--- src/hdl/pgf_pkg.sv ---
// ----------------------------------------------------------------------------
// pgf_pkg
// Shared types, constants and address helpers for the Potts grain flip block.
// ----------------------------------------------------------------------------
package pgf_pkg;

   localparam int GRID_SIZE   = 64;
   localparam int SPIN_BITS   = 16;
   localparam int COORD_BITS  = $clog2(GRID_SIZE);
   localparam int ADDR_BITS   = 2 * COORD_BITS;
   localparam int FIELD_COORD = 6;
   localparam int FIELD_SPIN  = 16;
   localparam int PICK_BITS   = 3;
   localparam int NB_COUNT    = 8;
   localparam int FETCH_BITS  = 4;
   localparam int COUNT_BITS  = 4;

   typedef enum logic [1:0] {
      REQ_LOAD  = 2'd0,
      REQ_READ  = 2'd1,
      REQ_FLIP  = 2'd2,
      REQ_SPARE = 2'd3
   } req_kind_type;

   // Offsets are coded as two-bit two's complement: -1, 0 or +1.
   localparam logic [1:0] NB_DR [NB_COUNT] = '{2'b11, 2'b11, 2'b11, 2'b00,
                                               2'b00, 2'b01, 2'b01, 2'b01};
   localparam logic [1:0] NB_DC [NB_COUNT] = '{2'b11, 2'b00, 2'b01, 2'b11,
                                               2'b01, 2'b11, 2'b00, 2'b01};

   typedef logic [COORD_BITS-1:0] coord_type;
   typedef logic [ADDR_BITS-1:0]  addr_type;
   typedef logic [SPIN_BITS-1:0]  spin_type;

   typedef struct packed {
      logic     rd_en;
      addr_type rd_addr;
      logic     wr_en;
      addr_type wr_addr;
      spin_type wr_data;
   } ram_cmd_type;

   typedef struct packed {
      logic     valid;
      spin_type spin;
      logic     flipped;
      logic     interior;
   } result_type;

   function automatic coord_type wrap_step(coord_type base, logic [1:0] delta);
      return coord_type'(base + {{(COORD_BITS-2){delta[1]}}, delta});
   endfunction

   function automatic addr_type cell_addr(coord_type row, coord_type col);
      return {row, col};
   endfunction

endpackage

--- src/hdl/pgf_req_if.sv ---
// ----------------------------------------------------------------------------
// pgf_req_if
// Request channel: load, read or flip items with valid/ready handshake.
// ----------------------------------------------------------------------------
interface pgf_req_if import pgf_pkg::*; ();
   logic                   valid;
   logic                   ready;
   logic [1:0]             req_type;
   logic [FIELD_COORD-1:0] site_row;
   logic [FIELD_COORD-1:0] site_col;
   logic [FIELD_SPIN-1:0]  spin_value;
   logic [PICK_BITS-1:0]   neighbour_pick;

   modport source (output valid, req_type, site_row, site_col, spin_value,
                   neighbour_pick, input ready);
   modport sink   (input valid, req_type, site_row, site_col, spin_value,
                   neighbour_pick, output ready);
endinterface

--- src/hdl/pgf_flip_ctrl.sv ---
// ----------------------------------------------------------------------------
// pgf_flip_ctrl
// Sequencer that stores loads, reads sites back, and for a flip fetches a site
// and its neighbours, evaluates the flip rule and writes a flipped site back.
// ----------------------------------------------------------------------------
module pgf_flip_ctrl import pgf_pkg::*; (
   input  logic        clock,
   input  logic        reset,
   pgf_req_if.sink     req_bus,
   output ram_cmd_type ram_cmd,
   input  spin_type    ram_rdata,
   output result_type  result,
   input  logic        result_ready
);

   typedef enum logic [2:0] {
      ST_IDLE,
      ST_FETCH,
      ST_DRAIN,
      ST_EVAL,
      ST_DECIDE,
      ST_FINISH
   } state_type;

   state_type           state_ff, state_in;
   logic                is_flip_ff, is_flip_in;
   coord_type           row_ff, row_in;
   coord_type           col_ff, col_in;
   logic [PICK_BITS-1:0] pick_ff, pick_in;
   logic [FETCH_BITS-1:0] cnt_ff, cnt_in;
   logic                cap_valid_ff, cap_valid_in;
   logic [FETCH_BITS-1:0] cap_idx_ff, cap_idx_in;
   spin_type            own_ff, own_in;
   spin_type            nb_ff [NB_COUNT];
   spin_type            nb_in [NB_COUNT];
   spin_type            cand_ff, cand_in;
   logic [COUNT_BITS-1:0] same_own_ff, same_own_in;
   logic                interior_ff, interior_in;
   spin_type            res_spin_ff, res_spin_in;
   logic                res_flipped_ff, res_flipped_in;
   logic                res_interior_ff, res_interior_in;

   logic [FETCH_BITS-1:0] fetch_last;
   logic [FETCH_BITS-1:0] nb_sel;
   addr_type            site_addr;
   addr_type            fetch_addr;
   logic [NB_COUNT-1:0] own_match;
   logic [NB_COUNT-1:0] cand_match;
   logic [COUNT_BITS-1:0] same_cand;
   logic                do_flip;

   function automatic logic [PICK_BITS-1:0] nb_sel_of(logic [FETCH_BITS-1:0] idx);
      logic [FETCH_BITS-1:0] k;
      k = FETCH_BITS'(idx - 1'b1);
      return k[PICK_BITS-1:0];
   endfunction

   assign site_addr  = cell_addr(row_ff, col_ff);
   assign fetch_last = is_flip_ff ? FETCH_BITS'(NB_COUNT) : '0;
   assign nb_sel     = FETCH_BITS'(cnt_ff - 1'b1);
   assign fetch_addr = (cnt_ff == '0) ? site_addr :
                       cell_addr(wrap_step(row_ff, NB_DR[nb_sel[PICK_BITS-1:0]]),
                                 wrap_step(col_ff, NB_DC[nb_sel[PICK_BITS-1:0]]));

   always_comb begin
      for (int k = 0; k < NB_COUNT; k++) begin
         own_match[k]  = (nb_ff[k] == own_ff);
         cand_match[k] = (nb_ff[k] == cand_ff);
      end
   end

   assign same_cand = COUNT_BITS'($countones(cand_match));
   assign do_flip   = !interior_ff && (cand_ff != own_ff) && (same_cand >= same_own_ff);

   always_comb begin
      state_in        = state_ff;
      is_flip_in      = is_flip_ff;
      row_in          = row_ff;
      col_in          = col_ff;
      pick_in         = pick_ff;
      cnt_in          = cnt_ff;
      cap_valid_in    = 1'b0;
      cap_idx_in      = cap_idx_ff;
      own_in          = own_ff;
      nb_in           = nb_ff;
      cand_in         = cand_ff;
      same_own_in     = same_own_ff;
      interior_in     = interior_ff;
      res_spin_in     = res_spin_ff;
      res_flipped_in  = res_flipped_ff;
      res_interior_in = res_interior_ff;
      ram_cmd.rd_en   = 1'b0;
      ram_cmd.rd_addr = fetch_addr;
      ram_cmd.wr_en   = 1'b0;
      ram_cmd.wr_addr = site_addr;
      ram_cmd.wr_data = cand_ff;

      if (cap_valid_ff) begin
         if (cap_idx_ff == '0) begin
            own_in = ram_rdata;
         end else begin
            nb_in[nb_sel_of(cap_idx_ff)] = ram_rdata;
         end
      end

      unique case (state_ff)
         ST_IDLE: begin
            if (req_bus.valid && !reset) begin
               row_in     = req_bus.site_row[COORD_BITS-1:0];
               col_in     = req_bus.site_col[COORD_BITS-1:0];
               pick_in    = req_bus.neighbour_pick;
               is_flip_in = (req_bus.req_type == REQ_FLIP);
               cnt_in     = '0;
               if (req_bus.req_type == REQ_LOAD) begin
                  ram_cmd.wr_en   = 1'b1;
                  ram_cmd.wr_addr = cell_addr(req_bus.site_row[COORD_BITS-1:0],
                                              req_bus.site_col[COORD_BITS-1:0]);
                  ram_cmd.wr_data = req_bus.spin_value[SPIN_BITS-1:0];
                  res_spin_in     = req_bus.spin_value[SPIN_BITS-1:0];
                  res_flipped_in  = 1'b0;
                  res_interior_in = 1'b0;
                  state_in        = ST_FINISH;
               end else begin
                  state_in = ST_FETCH;
               end
            end
         end
         ST_FETCH: begin
            ram_cmd.rd_en = 1'b1;
            cap_valid_in  = 1'b1;
            cap_idx_in    = cnt_ff;
            if (cnt_ff == fetch_last) begin
               state_in = ST_DRAIN;
            end else begin
               cnt_in = FETCH_BITS'(cnt_ff + 1'b1);
            end
         end
         ST_DRAIN: begin
            if (is_flip_ff) begin
               state_in = ST_EVAL;
            end else begin
               res_spin_in     = ram_rdata;
               res_flipped_in  = 1'b0;
               res_interior_in = 1'b0;
               state_in        = ST_FINISH;
            end
         end
         ST_EVAL: begin
            same_own_in = COUNT_BITS'($countones(own_match));
            interior_in = (own_match == '1);
            cand_in     = nb_ff[pick_ff];
            state_in    = ST_DECIDE;
         end
         ST_DECIDE: begin
            ram_cmd.wr_en   = do_flip;
            res_spin_in     = do_flip ? cand_ff : own_ff;
            res_flipped_in  = do_flip;
            res_interior_in = interior_ff;
            state_in        = ST_FINISH;
         end
         ST_FINISH: begin
            if (result_ready) begin
               state_in = ST_IDLE;
            end
         end
         default: begin
            state_in = ST_IDLE;
         end
      endcase
   end

   always_ff @(posedge clock) begin
      if (reset) begin
         state_ff     <= ST_IDLE;
         cap_valid_ff <= 1'b0;
      end else begin
         state_ff     <= state_in;
         cap_valid_ff <= cap_valid_in;
      end
      is_flip_ff      <= is_flip_in;
      row_ff          <= row_in;
      col_ff          <= col_in;
      pick_ff         <= pick_in;
      cnt_ff          <= cnt_in;
      cap_idx_ff      <= cap_idx_in;
      own_ff          <= own_in;
      nb_ff           <= nb_in;
      cand_ff         <= cand_in;
      same_own_ff     <= same_own_in;
      interior_ff     <= interior_in;
      res_spin_ff     <= res_spin_in;
      res_flipped_ff  <= res_flipped_in;
      res_interior_ff <= res_interior_in;
   end

   assign req_bus.ready   = (state_ff == ST_IDLE) && !reset;
   assign result.valid    = (state_ff == ST_FINISH);
   assign result.spin     = res_spin_ff;
   assign result.flipped  = res_flipped_ff;
   assign result.interior = res_interior_ff;

endmodule

--- src/flat_wrapper.sv ---
// flat-port wrapper written by rule: the top's interface ports become plain ports
module pgf_flip_ctrl_flat import pgf_pkg::*;
  (clock, reset, ram_cmd, ram_rdata, result, result_ready, req_bus_valid, req_bus_req_type, req_bus_site_row, req_bus_site_col, req_bus_spin_value, req_bus_neighbour_pick, req_bus_ready);
  pgf_req_if req_bus_i ();
  input  logic clock;
  input  logic reset;
  output ram_cmd_type ram_cmd;
  input  spin_type ram_rdata;
  output result_type result;
  input  logic result_ready;
  input wire logic [$bits(req_bus_i.valid)-1:0] req_bus_valid;
  input wire logic [$bits(req_bus_i.req_type)-1:0] req_bus_req_type;
  input wire logic [$bits(req_bus_i.site_row)-1:0] req_bus_site_row;
  input wire logic [$bits(req_bus_i.site_col)-1:0] req_bus_site_col;
  input wire logic [$bits(req_bus_i.spin_value)-1:0] req_bus_spin_value;
  input wire logic [$bits(req_bus_i.neighbour_pick)-1:0] req_bus_neighbour_pick;
  output wire logic [$bits(req_bus_i.ready)-1:0] req_bus_ready;
  assign req_bus_i.valid = req_bus_valid;
  assign req_bus_i.req_type = req_bus_req_type;
  assign req_bus_i.site_row = req_bus_site_row;
  assign req_bus_i.site_col = req_bus_site_col;
  assign req_bus_i.spin_value = req_bus_spin_value;
  assign req_bus_i.neighbour_pick = req_bus_neighbour_pick;
  assign req_bus_ready = req_bus_i.ready;
  pgf_flip_ctrl u_core (.clock(clock), .reset(reset), .req_bus(req_bus_i), .ram_cmd(ram_cmd), .ram_rdata(ram_rdata), .result(result), .result_ready(result_ready));
endmodule
--- config.mk ---
export PLATFORM = sky130hd
export DESIGN_NAME = pgf_flip_ctrl_flat
export DESIGN_NICKNAME = d
export VERILOG_FILES = /design/src/hdl/pgf_pkg.sv /design/src/hdl/pgf_req_if.sv /design/src/hdl/pgf_flip_ctrl.sv /design/src/flat_wrapper.sv
export SDC_FILE = /design/constraint.sdc
export NUM_CORES = 1
export LEC_CHECK = 0
export ABC_CLOCK_PERIOD_IN_PS = 5930
export BUFFER_PORTS_ARGS = -buffer_cell sky130_fd_sc_hd__buf_2
export CORE_UTILIZATION = 50
export DETAILED_ROUTE_END_ITERATION = 12
export PLACE_DENSITY = 0.69
export REMOVE_ABC_BUFFERS = 1
export SYNTH_ARGS = -nofsm -noshare
export SYNTH_HDL_FRONTEND = slang
export SYNTH_SLANG_ARGS = --single-unit
--- constraint.sdc ---
create_clock -name clock -period 5.93 [get_ports clock]
set_clock_uncertainty 0.05 [all_clocks]
set_input_delay 1.186 -clock clock [delete_from_list [all_inputs] [get_ports clock]]
set_output_delay 1.186 -clock clock [all_outputs]
set_load 0.02 [all_outputs]
==> results of run 1 <==
==> worst max path at each step <==
stage,start,endpoint,slack (ps),depth (start not counted)
finish,u_core.cand_ff[13]$_DFFE_PN_,ram_cmd[28],-150,18
global route,u_core.cand_ff[13]$_DFFE_PN_,ram_cmd[28],-260,18
CTS,u_core.cand_ff[13]$_DFFE_PN_,ram_cmd[28],-110,17
detailed placement,u_core.cand_ff[8]$_DFFE_PN_,ram_cmd[28],100,17
global placement,u_core.cand_ff[8]$_DFFE_PN_,ram_cmd[28],70,17
floorplan,u_core.cand_ff[15]$_DFFE_PN_,ram_cmd[28],2,15
==> cells by family after synthesis <==
| kind of cell | share of synthesized area, % |
|---|---|
| adder cells (fa/ha/maj) | 4.93 |
| flip-flops | 48.6 |
| AO/OA/AOI/OAI | 4.29 |
| AND/OR/NAND/NOR | 8.86 |
| buffers and inverters | 4.40 |
| XOR/XNOR | 19.3 |
| multiplexers | 9.63 |
==> cell usage in the layout, fill, tap and decap left out, types with 5 or more instances in the layout <==
cell type and instances:
nand4_1 81, xnor2_2 36, mux2_2 16, mux4_2 32
fa_1 9, a21oi_1 13, buf_6 13, inv_1 30
buf_2 113, ha_1 30, clkbuf_16 25, xnor2_4 5
mux2_1 28, nand3_1 23, nor2b_1 6, nor2_1 23
buf_4 70, a22oi_1 16, o21ai_1 5, clkbuf_1 6
inv_2 5, o211ai_1 16, nor4_2 7, nand2_1 20
edfxtp_1 207, xnor2_1 237, nor4_1 13
==> repair_timing <==
item,CTS,global route
pin swaps,26,22
setup endpoints to repair,1,1
setup buffers,32,9
resized for setup,51,28
==> flip-flops by register name (all words and copies together) (netlist names) <==
signal,flops
u_core.interior_ff,1
u_core.row_ff,6
u_core.same_own_ff,4
u_core.cap_valid_ff,1
u_core.res_interior_ff,1
u_core.cand_ff,16
u_core.cap_idx_ff,4
u_core.col_ff,6
u_core.own_ff,16
u_core.res_spin_ff,16
u_core.is_flip_ff,1
u_core.cnt_ff,4
u_core.pick_ff,3
u_core.nb_ff,128
u_core.res_flipped_ff,1
u_core.state_ff,3
==> layer usage <==
metal	track usage, %	routed length (um)
met4	13.3	1960
met5	0	0
met2	52.6	19800
met3	5.32	3820
met1	46.1	17700
==> cell type report <==
type / count / area share, %
multi-input combinational: 683 / 42.1
sequential: 211 / 40.6
timing repair buffer: 199 / 8.36
clock buffer: 31 / 4.18
tap: 330 / 2.66
clock inverter: 13 / 1.23
inverter: 36 / 0.871
==> cells in the mapped netlist, types with 4 or more instances <==
library cell | instances | area [sq um]
mux4_2 | 32 | 721
a21oi_1 | 13 | 65.1
nor2_1 | 25 | 93.8
mux2_1 | 28 | 315
o21ai_0 | 5 | 25.0
a22oi_1 | 16 | 120
buf_6 | 11 | 124
fa_1 | 10 | 200
edfxtp_1 | 207 | 6220
inv_1 | 31 | 116
ha_1 | 35 | 438
nand4_1 | 81 | 507
mux2_2 | 16 | 180
clkbuf_1 | 9 | 33.8
nand2_1 | 22 | 82.6
buf_1 | 13 | 48.8
nor4_1 | 19 | 119
buf_4 | 12 | 90.1
xnor2_1 | 275 | 2410
nand3_1 | 23 | 115
nor2b_1 | 6 | 37.5
inv_2 | 4 | 15.0
dfxtp_1 | 4 | 80.1
o21ai_1 | 4 | 20.0
o211ai_1 | 16 | 120
and2_1 | 4 | 25.0
buf_2 | 16 | 80.1
xor2_1 | 4 | 35.0
==> power by group <==
part	switching, W	internal [W]
registers	0.0000552	0.00170
clock network	0.000625	0.000957
logic	0.000391	0.000264
total	0.00107	0.00292
==> critical path, cell delays in order (launching register included) <==
cell,delay (ps)
edfxtp_1,390
buf_4,180
buf_4,140
xnor2_2,210
nand4_1,170
nor4_2,330
ha_2,210
inv_1,50
fa_1,470
fa_1,490
inv_1,50
ha_2,170
fa_1,500
ha_4,290
o21ai_4,50
o21bai_2,200
nand2_2,100
o21ai_1,130
buf_4,180
==> through the flow <==
step | utilization [%] | setup TNS [ps] | setup WS, ps | area [sq um] | instances
after global routing | 61.4 | -263 | -263 | 15500 | 1503
after global placement | 54.9 | 0 | 67.5 | 13900 | 1418
after detailed placement | 54.9 | 0 | 102 | 13900 | 1418
after floorplan | - | 0 | 2.43 | 12500 | 930
final | 61.4 | -151 | -151 | 15500 | 1503
after CTS | 60.4 | -110 | -110 | 15300 | 1494
==> reports/metrics.json, run 1 <==
{
  "outcome": {"value": "finished, violations left"},
  "violations": {"value": "setup timing"},
  "die-height": {"value": 163, "unit": "um"},
  "area.growth.synth_to_final": {"value": 19.9, "unit": "%"},
  "ios": {"value": 115},
  "post-route-min-period": {"value": 6080, "unit": "ps"},
  "cp.required": {"value": 4690, "unit": "ps"},
  "worst-slew-pin-transition": {"value": 1200, "unit": "ps"},
  "final-hold-violation-count": {"value": 0},
  "vias": {"value": 9262},
  "layout_cell_share_with_drive_strength_beyond_1": {"value": 30.5, "unit": "%"},
  "final.fill_count": {"value": 2026},
  "post_synth_num_cell_types": {"value": 61},
  "core": {"value": 0.0253, "unit": "sq mm"},
  "synthesis.area": {"value": 0.0129, "unit": "sq mm"},
  "grt_setup_unrepaired": {"value": "yes"},
  "die_span_in_x": {"value": 163, "unit": "um"},
  "cap_viol_max_count": {"value": 0},
  "ff_latch_area": {"value": 0.00630, "unit": "sq mm"},
  "vdd_drop_max": {"value": 0.270, "unit": "mV"},
  "remaining_drc_errors": {"value": 0},
  "timing.hold.ws": {"value": 554, "unit": "ps"},
  "route.antenna.remaining_nets": {"value": 0},
  "relSlewSlack": {"value": 20.0, "unit": "%"},
  "reg2reg_setup_slack": {"value": 1110, "unit": "ps"},
  "critical_path_at": {"value": 4850, "unit": "ps"},
  "syn-instance-count": {"value": 995},
  "cts.root.buffer_cell": {"value": "clkbuf_16"},
  "grt_antenna_before_repair": {"value": 0},
  "first_pass_iters": {"value": 5},
  "hold_path_depth": {"value": 0},
  "maxSlewViolCount": {"value": 0},
  "type_of_the_setup_path_with_the_least_slack": {"value": "flop to primary output"},
  "power.density_cell_area": {"value": 257, "unit": "mW/mm^2"},
  "route.detailed.vias_per_inst": {"value": 6.16},
  "drt-total-wl": {"value": 43300, "unit": "um"},
  "rr_worst_depth": {"value": 19},
  "first_pass_grt_wire_length": {"value": 62100, "unit": "um"},
  "starting_drt_drc_count": {"value": 992},
  "final_nets": {"value": 1254},
  "clkSlewWorstSetupHoldPaths": {"value": 60, "unit": "ps"},
  "hold_path.class": {"value": "flop to flop"},
  "worstSetupStartpointType": {"value": "flop"},
  "synth_enable_flop_cells": {"value": 207},
  "min-delay-start": {"value": "u_core.cnt_ff[3]$_SDFFCE_PN0P_"},
  "rr_startpoint": {"value": "u_core.cand_ff[13]$_DFFE_PN_"},
  "achievable-frequency": {"value": 164, "unit": "MHz"},
  "die_footprint": {"value": 0.0265, "unit": "sq mm"},
  "timing.hold.worst_endpoint": {"value": "u_core.cap_idx_ff[3]$_DFFE_PP_"},
  "hold_fix_buffers_cts": {"value": 0},
  "clock_path_buffers": {"value": 3},
  "detail_route.wl_per_cell": {"value": 28.8, "unit": "um"},
  "largest_net_degree_at_the_start_of_global_routing": {"value": 34},
  "final_min_period_over_clock_period": {"value": 103, "unit": "%"},
  "setup_viol": {"value": 1},
  "num_rows": {"value": 58},
  "detailed_place_hpwl": {"value": 31400, "unit": "um"},
  "first_global_vias": {"value": 9011},
  "most_used_flip_flop_cell_after_synthesis": {"value": "edfxtp_1"},
  "final_critical_path_setup_slack": {"value": -151, "unit": "ps"},
  "number_of_warning_messages_in_the_yosys_log": {"value": 0},
  "worst_setup_path_end_kind": {"value": "primary output"},
  "leakage_component_of_the_power": {"value": 5.48, "unit": "nW"},
  "initial_utilization": {"value": 51.3, "unit": "%"},
  "ys_ff_latch": {"value": 211},
  "num_antenna_cells": {"value": 0},
  "timing.critical_path.fanout_max": {"value": 4},
  "worst_skew_pair.late_latency": {"value": 540, "unit": "ps"},
  "power.total": {"value": 0.00399, "unit": "W"},
  "htree_levels": {"value": 1},
  "multi_input_comb_area": {"value": 0.00654, "unit": "sq mm"},
  "grt_use_total": {"value": 33.4, "unit": "%"},
  "cts_tree": {"value": "yes"},
  "synth.yosys.seq_area_share": {"value": 48.6, "unit": "%"},
  "cts_num_sinks": {"value": 211},
  "gp_congestion": {"value": 1.14},
  "numPortBuffers": {"value": 114},
  "numCtsBuffers": {"value": 25},
  "overflow": {"value": 0},
  "async_set_reset_flop_share_out_of_synthesis": {"value": 0, "unit": "%"},
  "worstReg2RegEnd": {"value": "u_core.res_spin_ff[12]$_DFFE_PP_"},
  "post_synth.cell_area_avg": {"value": 13.0, "unit": "sq um"}
}
Power figures use the tool's default switching activity.
==> run 2, diff against run 1 <==
CELL_PAD_IN_SITES_DETAIL_PLACEMENT = 0   (was unset)
CELL_PAD_IN_SITES_GLOBAL_PLACEMENT = 1   (was unset)
PLACE_DENSITY = unset   (was 0.69)
PLACE_DENSITY_LB_ADDON = 0.1   (was unset)
RECOVER_POWER = 25   (was unset)
==> run 2 against run 1 <==
Net effect: the flow still finishes with violations (setup timing); fmax increased by 2.2%; flip-flop and latch count unchanged; utilization increased by 0.34 points; critical endpoint unchanged; non-clock buffer count decreased by 10; clock power increased by 8%; combinational power increased by 1%.
==> reports/metrics.json, run 2 (synthesis gave the netlist of run 1 again) <==
{
  "detailed_place_hpwl": {"value": 32200, "unit": "um", "change": "+2.6%"},
  "type_of_the_setup_path_with_the_least_slack": {"value": "flop to primary output"},
  "critical_path_at": {"value": 4720, "unit": "ps", "change": "-130 ps"},
  "utilization": {"value": 61.8, "unit": "%", "change": "+0.34 points"},
  "power.density_cell_area": {"value": 264, "unit": "mW/mm^2", "change": "+2.8%"},
  "final_nets": {"value": 1244, "change": "-0.80%"},
  "first_global_vias": {"value": 8896, "change": "-1.3%"},
  "gp_congestion": {"value": 0.993, "change": "-13%"},
  "worst-slew-pin-transition": {"value": 1230, "unit": "ps", "change": "+26.8 ps"},
  "overflow": {"value": 0, "change": "unchanged"},
  "largest_net_degree_at_the_start_of_global_routing": {"value": 34, "change": "unchanged"},
  "cts_num_sinks": {"value": 211, "change": "unchanged"},
  "drt-total-wl": {"value": 44000, "unit": "um", "change": "+1.7%"},
  "detail_route.wl_per_cell": {"value": 29.4, "unit": "um", "change": "+2.3%"},
  "htree_levels": {"value": 1, "change": "unchanged"},
  "num_rows": {"value": 58, "change": "unchanged"},
  "power.total": {"value": 0.00412, "unit": "W", "change": "+3.3%"},
  "post-route-min-period": {"value": 5950, "unit": "ps", "change": "-128 ps"},
  "grt_antenna_before_repair": {"value": 0, "change": "unchanged"},
  "worstSetupStartpoint": {"value": "u_core.cand_ff[4]$_DFFE_PN_"},
  "leakage_component_of_the_power": {"value": 5.45, "unit": "nW", "change": "-0.47%"},
  "die_span_in_x": {"value": 163, "unit": "um", "change": "unchanged"},
  "die_footprint": {"value": 0.0265, "unit": "sq mm", "change": "unchanged"},
  "maxSlewViolCount": {"value": 0, "change": "unchanged"},
  "min-delay-start": {"value": "u_core.cnt_ff[3]$_SDFFCE_PN0P_"},
  "layout_cell_share_with_drive_strength_beyond_1": {"value": 30.0, "unit": "%", "change": "-0.54 points"},
  "clkSlewWorstSetupHoldPaths": {"value": 60, "unit": "ps", "change": "about the same"},
  "first_pass_grt_wire_length": {"value": 62500, "unit": "um", "change": "+0.66%"},
  "post_route_setup_tns": {"value": -22.8, "unit": "ps", "change": "+128 ps"},
  "timing.critical_path.fanout_max": {"value": 5, "change": "+1"},
  "cts_tree": {"value": "yes"},
  "core": {"value": 0.0253, "unit": "sq mm", "change": "unchanged"},
  "largest_register_ff_count": {"value": 128, "change": "unchanged"},
  "final-hold-violation-count": {"value": 0, "change": "unchanged"},
  "grt_use_total": {"value": 33.8, "unit": "%", "change": "+0.44 points"},
  "violations": {"value": "setup timing"},
  "top_library_cells_by_usage_in_the_layout_fill_and_taps_aside": {"value": "232 x xnor2_1, 207 x edfxtp_1, 99 x buf_2"},
  "max_flop_register": {"value": "u_core.nb_ff"},
  "relSlewSlack": {"value": 17.9, "unit": "%", "change": "-2.1 points"},
  "cp.required": {"value": 4690, "unit": "ps", "change": "about the same"},
  "starting_drt_drc_count": {"value": 884, "change": "-11%"},
  "grt_setup_unrepaired": {"value": "yes"},
  "final_min_period_over_clock_period": {"value": 100, "unit": "%", "change": "-2.2 points"},
  "num_antenna_cells": {"value": 0, "change": "unchanged"},
  "remaining_drc_errors": {"value": 0, "change": "unchanged"},
  "worst_skew_pair.late_latency": {"value": 530, "unit": "ps", "change": "about the same"},
  "achievable-frequency": {"value": 168, "unit": "MHz", "change": "+2.2%"},
  "area.growth.synth_to_final": {"value": 20.5, "unit": "%"},
  "rr_startpoint": {"value": "u_core.cand_ff[4]$_DFFE_PN_"},
  "initial_utilization": {"value": 51.3, "unit": "%", "change": "unchanged"},
  "outcome": {"value": "finished, violations left"},
  "first_pass_iters": {"value": 5, "change": "unchanged"},
  "worstSetupStartpointType": {"value": "flop"},
  "setup_viol": {"value": 1, "change": "unchanged"},
  "cts.root.buffer_cell": {"value": "clkbuf_16"},
  "cap_viol_max_count": {"value": 0, "change": "unchanged"},
  "mostFrequentLayoutCell": {"value": "xnor2_1"},
  "route.antenna.remaining_nets": {"value": 0, "change": "unchanged"},
  "hold_path.class": {"value": "flop to flop"},
  "number_of_instances_in_the_placed_design": {"value": 1412, "change": "-0.42%"},
  "ios": {"value": 115, "change": "unchanged"},
  "route.detailed.vias_per_inst": {"value": 6.11, "change": "-0.85%"},
  "clock_path_buffers": {"value": 3, "change": "unchanged"},
  "vias": {"value": 9128, "change": "-1.4%"},
  "vdd_drop_max": {"value": 0.263, "unit": "mV", "change": "-2.6%"},
  "numPortBuffers": {"value": 114, "change": "unchanged"},
  "final_critical_path_setup_slack": {"value": -22.8, "unit": "ps", "change": "+128 ps"},
  "worst_setup_path_end_kind": {"value": "primary output"},
  "numCtsBuffers": {"value": 25, "change": "unchanged"},
  "final_cell_count_no_fill": {"value": 1494, "change": "-0.60%"},
  "die-height": {"value": 163, "unit": "um", "change": "unchanged"}
}
## run 2: changes by cell type in the layout (fill, tap and decap cells not counted), moves of 3 or more
| cell | change |
|---|---|
| buf_2 | -14 |
| buf_4 | -10 |
| clkbuf_1 | +8 |
| xnor2_4 | +7 |
| xnor2_1 | -5 |
| nor2_1 | -4 |
| nor2_2 | +4 |
| bufinv_16 | +3 |
| clkinv_1 | +3 |
## run 2: final cells by class
cell class	instances	area (sq um)
Clock inverter	20	280
Clock buffer	25	626
Multi-Input combinational cell	683	6670
Inverter	36	135
Sequential cell	211	6300
Tap cell	330	413
Fill cell	2043	9650
Timing Repair Buffer	189	1190
## run 2: stage by stage
step	hold WS (ps)	instance area, sq um	worst slack, ps
global route	579	15600	-189
CTS	559	15500	-14.0
global placement	536	13800	71.1
detailed placement	544	13800	151
finish	546	15600	-22.8
floorplan	478	12500	2.43
## run 2: routing by layer
metal,wire (um),global-route usage (%)
met1,18800,48.5
met2,19500,51.1
met3,4190,7.41
met4,1470,10.5
met5,0,0
## run 2: final timing paths
kind | to | slack, ps | depth (start not counted)
max | ram_cmd[28] | -20 | 17
max reg2reg | u_core.res_spin_ff[10]$_DFFE_PP_ | 1160 | 18
min | u_core.cap_idx_ff[3]$_DFFE_PP_ | 550 | 0
min reg2reg | u_core.cap_idx_ff[3]$_DFFE_PP_ | 550 | 0
## run 2: worst max-delay path, stage by stage, from the launching register on
cell and delay, ps:
edfxtp_1 440, buf_6 200, xnor2_2 170, nand4_1 220, nor4_2 300, ha_2 230, inv_1 50, fa_1 460
fa_1 510, inv_2 60, ha_4 150, fa_1 500, ha_4 290, o21ai_2 50, o21bai_1 150, nand2_1 110
o21ai_2 150, buf_6 140
## run 2: timing repair
item | CTS | global route
setup endpoints to repair | 1 | 1
setup buffers | 37 | 0
hold endpoints to repair | 0 | 0
hold buffers | 0 | 0
pin swaps | 35 | 14
resized for setup | 77 | 20
## run 2: power breakdown
group / internal [W] / leakage (nW) / switching, W
Clock: 0.00107 / 0.437 / 0.000636
Combinational: 0.000262 / 3.10 / 0.000399
Sequential: 0.00170 / 1.92 / 0.0000571
Total: 0.00303 / 5.45 / 0.00109
==> run 3, diff against run 2 <==
--- a/config.mk
+++ b/config.mk
@@ -7,3 +7,3 @@
 export LEC_CHECK = 0
-export ABC_CLOCK_PERIOD_IN_PS = 5930
+export ABC_CLOCK_PERIOD_IN_PS = 5700
 export BUFFER_PORTS_ARGS = -buffer_cell sky130_fd_sc_hd__buf_2
@@ -11,2 +11,3 @@
 export CELL_PAD_IN_SITES_GLOBAL_PLACEMENT = 1
+export CORE_ASPECT_RATIO = 2
 export CORE_UTILIZATION = 50
==> constraint.sdc (replaced) <==
create_clock -name clock -period 5.7 [get_ports clock]
set_clock_uncertainty 0.05 [all_clocks]
set_input_delay 0 -clock clock [delete_from_list [all_inputs] [get_ports clock]]
set_output_delay 0 -clock clock [all_outputs]
set_load 0.02 [all_outputs]
==> run 3 against run 2 <==
Net effect: the flow now finishes without violations; global-route usage increased by 2.8 points; critical path depth increased by 1; setup slack improved by 200 ps; first-iteration DRC count decreased by 24%; register-to-register slack got worse by 510 ps; count of clock-buffer cells in the layout decreased by 2; sequential share of layout area increased by 1.1 points; flip-flop and latch count unchanged; highest routed layer unchanged.
==> reports/metrics.json, run 3 (synthesis gave the netlist of run 1 again) <==
{
  "maxSlewViolCount": {"value": 0, "change": "unchanged"},
  "setup_viol": {"value": 0, "change": "-1"},
  "critical_path_at": {"value": 5480, "unit": "ps", "change": "+760 ps"},
  "clkSlewWorstSetupHoldPaths": {"value": 60, "unit": "ps", "change": "about the same"},
  "hold_path_depth": {"value": 2, "change": "+2"},
  "num_rows": {"value": 83, "change": "+43%"},
  "first_global_vias": {"value": 9685, "change": "+8.9%"},
  "top_library_cells_by_usage_in_the_layout_fill_and_taps_aside": {"value": "274 x xnor2_1, 207 x edfxtp_1, 97 x buf_2"},
  "gp_congestion": {"value": 0.957, "change": "-3.6%"},
  "htree_levels": {"value": 1, "change": "unchanged"},
  "detailed_place_hpwl": {"value": 35100, "unit": "um", "change": "+9.0%"},
  "rr_worst_depth": {"value": 17, "change": "-1"},
  "grt_setup_unrepaired": {"value": "no"},
  "area.growth.synth_to_final": {"value": 17.4, "unit": "%"},
  "final-hold-violation-count": {"value": 0, "change": "unchanged"},
  "leakage_component_of_the_power": {"value": 5.21, "unit": "nW", "change": "-4.5%"},
  "grt_antenna_before_repair": {"value": 0, "change": "unchanged"},
  "vdd_drop_max": {"value": 0.258, "unit": "mV", "change": "-2.0%"},
  "die_footprint": {"value": 0.0266, "unit": "sq mm", "change": "+0.14%"},
  "post-route-min-period": {"value": 5530, "unit": "ps"},
  "num_antenna_cells": {"value": 0, "change": "unchanged"},
  "die-height": {"value": 230, "unit": "um", "change": "+41%"},
  "initial_utilization": {"value": 50.7, "unit": "%", "change": "-0.59 points"},
  "route.detailed.vias_per_inst": {"value": 6.02, "change": "-1.4%"},
  "min-delay-start": {"value": "req_bus_neighbour_pick[1]"},
  "final_nets": {"value": 1278, "change": "+2.7%"},
  "utilization": {"value": 59.5, "unit": "%", "change": "-2.3 points"},
  "worst_setup_path_end_kind": {"value": "primary output"},
  "achievable-frequency": {"value": 181, "unit": "MHz"},
  "remaining_drc_errors": {"value": 0, "change": "unchanged"},
  "first_pass_iters": {"value": 5, "change": "unchanged"},
  "relSlewSlack": {"value": 16.6, "unit": "%", "change": "-1.3 points"},
  "cts_tree": {"value": "yes"},
  "die_span_in_x": {"value": 116, "unit": "um", "change": "-29%"},
  "cts.root.buffer_cell": {"value": "clkbuf_16"},
  "reg2reg_setup_slack": {"value": 650, "unit": "ps", "change": "-510 ps"},
  "grt_use_total": {"value": 36.6, "unit": "%", "change": "+2.8 points"},
  "power.density_cell_area": {"value": 258, "unit": "mW/mm^2", "change": "-2.4%"},
  "worstReg2RegEnd": {"value": "u_core.res_spin_ff[0]$_DFFE_PP_"},
  "worstSetupStartpointType": {"value": "flop"},
  "number_of_instances_in_the_placed_design": {"value": 1416, "change": "+0.28%"},
  "worst-slew-pin-transition": {"value": 1250, "unit": "ps", "change": "+24.0 ps"},
  "final_min_period_over_clock_period": {"value": 96.9, "unit": "%"},
  "overflow": {"value": 0, "change": "unchanged"},
  "detail_route.wl_per_cell": {"value": 30.7, "unit": "um", "change": "+4.1%"},
  "ios": {"value": 115, "change": "unchanged"},
  "worst_skew_pair.late_latency": {"value": 510, "unit": "ps", "change": "-20 ps"},
  "core": {"value": 0.0255, "unit": "sq mm", "change": "+1.2%"},
  "type_of_the_setup_path_with_the_least_slack": {"value": "flop to primary output"},
  "timing.hold.worst_endpoint": {"value": "u_core.pick_ff[1]$_DFFE_PP_"},
  "clock_path_buffers": {"value": 3, "change": "unchanged"},
  "hold_path.class": {"value": "input port to flop"},
  "post_route_setup_tns": {"value": 0, "unit": "ps", "change": "+22.8 ps"},
  "max_flop_register": {"value": "u_core.nb_ff"},
  "rr_startpoint": {"value": "u_core.cand_ff[9]$_DFFE_PN_"},
  "route.antenna.remaining_nets": {"value": 0, "change": "unchanged"},
  "numPortBuffers": {"value": 114, "change": "unchanged"},
  "outcome": {"value": "finished, final reports clean"},
  "largest_register_ff_count": {"value": 128, "change": "unchanged"},
  "power.total": {"value": 0.00392, "unit": "W", "change": "-4.9%"},
  "layout_cell_share_with_drive_strength_beyond_1": {"value": 20.6, "unit": "%", "change": "-9.4 points"},
  "mostFrequentLayoutCell": {"value": "xnor2_1"},
  "numCtsBuffers": {"value": 21, "change": "-16%"},
  "final_cell_count_no_fill": {"value": 1531, "change": "+2.5%"},
  "cts_num_sinks": {"value": 211, "change": "unchanged"},
  "final.fill_count": {"value": 2249, "change": "+10%"},
  "cap_viol_max_count": {"value": 0, "change": "unchanged"},
  "timing.critical_path.fanout_max": {"value": 17, "change": "+12"},
  "largest_net_degree_at_the_start_of_global_routing": {"value": 34, "change": "unchanged"},
  "starting_drt_drc_count": {"value": 674, "change": "-24%"},
  "drt-total-wl": {"value": 46900, "unit": "um", "change": "+6.7%"},
  "first_pass_grt_wire_length": {"value": 66500, "unit": "um", "change": "+6.5%"},
  "vias": {"value": 9223, "change": "+1.0%"},
  "cp.required": {"value": 5650, "unit": "ps", "change": "+960 ps"}
}
run 3: report_power, final:
| group | internal, W | total (W) | switching (W) |
|---|---|---|---|
| registers | 0.00176 | 0.00182 | 0.0000607 |
| clock network | 0.000769 | 0.00138 | 0.000610 |
| logic | 0.000300 | 0.000718 | 0.000419 |
| total | 0.00283 | 0.00392 | 0.00109 |
run 3: repair_timing:
item,4_1_cts,5_1_grt
setup buffers,0,13
hold buffers,68,0
endpoints found under the hold margin,184,0
resized for setup,0,1
setup endpoints to repair,0,1
run 3: final cells by class:
type,instances,area [sq um],area share (%)
repair buffers,227,1580,10.4
clock buffers,23,533,3.51
flip-flops and latches,211,6300,41.4
inverters,36,135,0.889
clock inverters,11,120,0.790
well taps,340,425,2.80
multi-input cells,683,6110,40.2
run 3: worst max-delay path by stage:
stage,startpoint,end,slack [ps],depth (start not counted)
2_1_floorplan,u_core.cand_ff[15]$_DFFE_PN_,ram_cmd[28],960,15
3_3_place_gp,u_core.cand_ff[10]$_DFFE_PN_,u_core.res_spin_ff[13]$_DFFE_PP_,560,16
3_5_place_dp,u_core.cand_ff[10]$_DFFE_PN_,u_core.res_spin_ff[3]$_DFFE_PP_,550,16
4_1_cts,u_core.cand_ff[10]$_DFFE_PN_,ram_cmd[28],70,17
5_1_grt,u_core.cand_ff[5]$_DFFE_PN_,ram_cmd[28],40,18
6_report,u_core.cand_ff[9]$_DFFE_PN_,ram_cmd[28],170,18
run 3: metal layers:
| metal | track usage [%] | share of wire [%] | vias to the layer above |
|---|---|---|---|
| met1 | 36.2 | 31 | 4597 |
| met2 | 65.6 | 54 | 432 |
| met4 | 29.2 | 9.6 | 0 |
| met5 | 0 | 0 | - |
| li1 | - | - | 4038 |
| met3 | 5.95 | 5.6 | 156 |
run 3: critical path, cell delays in order, from the launching register on:
cell and delay, ps:
edfxtp_1 400, buf_4 230, xnor2_1 530, nand4_1 170
nor4_1 400, ha_1 200, inv_1 50, fa_1 450
fa_1 490, inv_1 40, ha_1 200, fa_1 450
ha_1 280, o21ai_0 110, o21bai_1 180, buf_4 300
nand2_1 100, o21ai_0 170, buf_2 190
run 3: metrics by stage:
step	cell area, sq um	hold WS (ps)	setup WS, ps
3_3_place_gp	13800	128	557
2_1_floorplan	12500	-0.991	958
5_1_grt	15200	158	35.5
3_5_place_dp	13800	131	551
6_report	15200	158	174
4_1_cts	15100	146	69.4
